**config.mk**
```make
export PLATFORM = sky130hd
export DESIGN_NAME = prp_ram
export DESIGN_NICKNAME = d
export VERILOG_FILES = /design/src/prp_ram.sv
export SDC_FILE = /design/constraint.sdc
export NUM_CORES = 1
export LEC_CHECK = 0
export ABC_AREA = 1
export BUFFER_PORTS_ARGS = -buffer_cell sky130_fd_sc_hd__buf_4
export CORE_UTILIZATION = 63
export CTS_BUF_LIST = sky130_fd_sc_hd__clkbuf_4
export CTS_CLUSTER_SIZE = 30
export DETAILED_ROUTE_END_ITERATION = 7
export PLACE_DENSITY = 0.81
export SLEW_MARGIN = 20
export SYNTH_ARGS = -nofsm -noshare
export SYNTH_HDL_FRONTEND = slang
export SYNTH_SLANG_ARGS = --single-unit
```
**constraint.sdc**
```tcl
create_clock -name clk -period 1.46 [get_ports clk]
set_input_delay 0.292 -clock clk [delete_from_list [all_inputs] [get_ports clk]]
set_output_delay 0.292 -clock clk [all_outputs]
set_load 0.05 [all_outputs]
```
**src/prp_ram.sv**
```systemverilog
module prp_ram #(
	parameter int WIDTH = 8,
	parameter int DEPTH = 16,
	localparam int AW = (DEPTH > 1) ? $clog2(DEPTH) : 1
) (
	input  logic             clk,
	input  logic             we,
	input  logic [AW-1:0]    waddr,
	input  logic [WIDTH-1:0] wdata,
	input  logic             re,
	input  logic [AW-1:0]    raddr,
	output logic [WIDTH-1:0] rdata
);

	logic [WIDTH-1:0] mem_q [DEPTH];
	logic [WIDTH-1:0] rdata_q;

	always_ff @(posedge clk) begin
		if (we) begin
			mem_q[waddr] <= wdata;
		end
		if (re) begin
			rdata_q <= mem_q[raddr];
		end
	end

	assign rdata = rdata_q;

endmodule

```
### Word level (Yosys, flattened, before mapping)

Memory sizes are Yosys's and may differ from the RTL's. A register that Yosys moved wholly into a read port is not among the register bits.
Index checks and enable logic that the tools add are counted.
Widths: inputs -> output; s select.

* register bits after elaboration: 0
* latch bits: 0
* RAM bits: 128
* memory bits (read-only): 0
* output and inout port bits: 8
* word-level logic and storage cells: 3
* memories kept: 1

* add/subtract/negate cells: 0
* multiply operators: 0
* divide/modulo/power cells: 0
* magnitude comparators: 0
* equal/unequal tests: 0
* shift operators: 0
* multiplexer cells: 2
* bitwise gates (word level): 0
* reduce and logical (&&, ||, !) cells: 0

Memories
* mem_q: depth 16, width 8, rd ports 1, clocked after memory_dff 1, wr ports 1, line 15 `logic [WIDTH-1:0] mem_q [DEPTH];`

Operators by type and width (number)
* $mux 1: 2

### Longest topological paths before layout

* depth after elaboration: 2
* depth in mapped cells: 8
* depth with buffers taken out: 7

### Least setup slack after synthesis

No wires, ideal clock.

* path kind: input to register
* from: input waddr[2]
* to: memory mem_q[10][0] (enable)
* library setup time: 0.370 ns
* arrival time: 0.873 ns
* required time: 1.090 ns
* slack: 0.217 ns
* stages: 2
* path buffers: 0
* cells stage by stage: nand3b_1 > nor2_1

RTL lines
* from (decl): line 8 `input logic [AW-1:0] waddr,`
* to (decl): line 15

Straight into the memory's write port.

### Worst setup path after layout

* from: register rdata_q[5], in the netlist rdata[5], read port of mem_q
* to: output rdata[5]

RTL lines
* from (decl): line 16 `logic [WIDTH-1:0] rdata_q;`
* to (decl): line 12 `output logic [WIDTH-1:0] rdata`

No word-level cell between the ends.

==> impl_metrics.tcl <==
set metrics [dict create \
    grt_pass1_wl_mm 20.5 \
    cts_tree "built" \
    dr.pass1.iters 8 \
    fmax_mhz 705 \
    comb_power_share_pct 8.5 \
    setup_viol 0 \
    place_ws_ps -70.6 \
    maxCapViolCount 0 \
    synth_warnings 0 \
    grt_max_degree 50 \
    die_height_microns 98.3 \
    num_vias 4067 \
    worstPathArrival_ps 1130 \
    drc 1 \
    seqCellArea_sq_um 4080 \
    ant_nets 0 \
    cts-buffers-inserted 17 \
    crit_path_cell_trace "buf_6" \
    pwr_density_cell_nw_per_um2 1140 \
    fill_cells 570 \
    ys_types 11 \
    violations "DRC" \
    track_usage_pct 29.3 \
    hold_buffers 0 \
    finClkSkew_ps 19.3 \
    grt_pass1_vias 3869 \
    area_delta_synth_final_pct 11.4 \
    max_stage_delay_ps 440 \
    dp_hpwl_mm 8.17 \
    synth_seq_cells 136 \
    period_share_pct 97.1 \
    antenna_found_initial 0 \
    outcome "complete, but fails checks" \
    io_buffers 26 \
    initial_core_util_pct 66.1 \
    slew_violations 0 \
    cp.buffers_inverters 1 \
    syn-num-nets 570 \
    final.setup.worst_slack_ps 42.5 \
    final_area_sq_um 6520 \
    start_kind "register" \
    clk_latency_ps 510 \
    syn_inst 551 \
    num-nets-final 616 \
    hold_viol 0 \
    end_kind "primary output" \
    worstMarginPinSlew_ps 566 \
    crit_slowest_cell "edfxtp_1" \
    syn_avg_cell_area_sq_um 10.6 \
    dpl_cell_area_sq_um 6220 \
    fp.dieW_microns 98.3 \
    hold_class "in -> reg" \
    viasPerCell 5.66 \
    p_seq_share_pct 59.4 \
    gp_congestion 0.848 \
    worstPathMaxFanout 1 \
    slew_headroom_pct 62.2 \
    fin_util_pct 73.6 \
    detail_route.wirelength_mm 13.1 \
    period_minus_slack_ps 1420 \
    clkTransAtPathRegs_ps 130 \
    coreArea_sq_um 8850 \
    rsz0062_at_grt "yes" \
    die_area_sq_um 9670 \
    synth_seq_area_share_pct 69.8 \
    initialDrtViolationCount 544 \
    diodes 0 \
    grt_overflow 0 \
    fin_tns_setup_ps 0 \
    worstPathRequired_ps 1170 \
    htree_levels 4 \
    switching_share_pct 24.7 \
    post_cts_buffers 0 \
    p_leak_nw 2.84 \
    multi_input_area_sq_um 1210 \
    cts-root-buf "clkbuf_4" \
    cts_resized 1 \
    cts.sink_count 136 \
    path_class "reg -> out" \
    cpLargestDelayFamily "flip-flops" \
    io-pin-count 27 \
    num_rows 34 \
    drt-wirelength-per-cell_microns 18.3 \
    ir_drop_mv 0.724 \
    p_int_mw 5.60 \
    drive_gt1_share_pct 13.6 \
    p_sw_mw 1.84 \
    clock_power_share_pct 32.1 \
    syn_area_sq_um 5850 \
    clk_path_buf_depth 2 \
]
power by group through the flow:
stage               registers [mW]  clock network, mW  logic [mW]
CTS                           4.42               2.43       0.626
detailed placement            4.51                  0       0.618
global route                  4.42               2.57       0.688
global placement              4.50                  0       0.601
floorplan                     4.57                  0       0.308
finish                        4.42               2.39       0.635
kinds of logic after synthesis:
group / share of synthesized area [%]
buffers and inverters: 9.39
and+or+nand+nor: 20.8
DFF: 69.8
cell usage after synthesis:
cell / n / area (sq um)
buf_1: 1 / 3.75
nand3b_1: 2 / 15.0
nand2_1: 173 / 649
nand3_1: 97 / 485
buf_4: 4 / 30.0
edfxtp_1: 136 / 4080
inv_1: 100 / 375
buf_2: 13 / 65.1
nor2_1: 17 / 63.8
inv_2: 2 / 7.51
buf_6: 6 / 67.6
cell type report:
class                   count  area share [%]
clock buffers              17            1.96
repair buffers             51            6.43
clock inverters            15            2.34
inverters                 102            5.88
well taps                 108            2.07
flip-flops and latches    136            62.7
multi-input cells         289            18.6
flip-flops by register name, summed over array words and instances, names as in the netlist:
register and cells:
mem_q 128, rdata 8
final timing paths:
kind,from,endpoint,slack (ps),cells after the start
worst min-delay path,re,rdata[7],70,1
worst min register to register,mem_q[2][1],rdata[1],770,6
worst max register to register,mem_q[11][2],rdata[2],310,6
worst max-delay path,rdata[5],rdata[5],40,1
routing by layer:
layer / routed length [microns] / vias up / track usage (%)
li1: - / 1874 / -
met1: 5130 / 1875 / 39.9
met2: 6510 / 279 / 47.2
met3: 1170 / 39 / 5.94
met4: 343 / 0 / 11.1
met5: 0 / - / 0
placed cells by master, fill, tap and decap left out:
| master | synthesis | routed |
|---|---|---|
| nand3b_1 | 2 | 2 |
| bufinv_16 | 0 | 2 |
| inv_6 | 0 | 3 |
| clkbuf_4 | 0 | 17 |
| inv_2 | 2 | 2 |
| clkinv_2 | 0 | 2 |
| buf_4 | 4 | 46 |
| edfxtp_1 | 136 | 136 |
| clkinv_1 | 0 | 2 |
| nor2_1 | 17 | 17 |
| buf_6 | 6 | 3 |
| buf_12 | 0 | 2 |
| inv_1 | 100 | 100 |
| nand3_1 | 97 | 97 |
| clkinvlp_4 | 0 | 3 |
| clkinv_4 | 0 | 3 |
| nand2_1 | 173 | 173 |
stage by stage:
stage	power [mW]	std cells	hold slack [ps]
CTS	7.47	718	45.8
detailed placement	5.12	686	599
finish	7.44	718	68.1
floorplan	4.87	551	391
global placement	5.10	686	599
global route	7.68	718	32.0
Note: power is estimated with default switching activity, not from simulation.
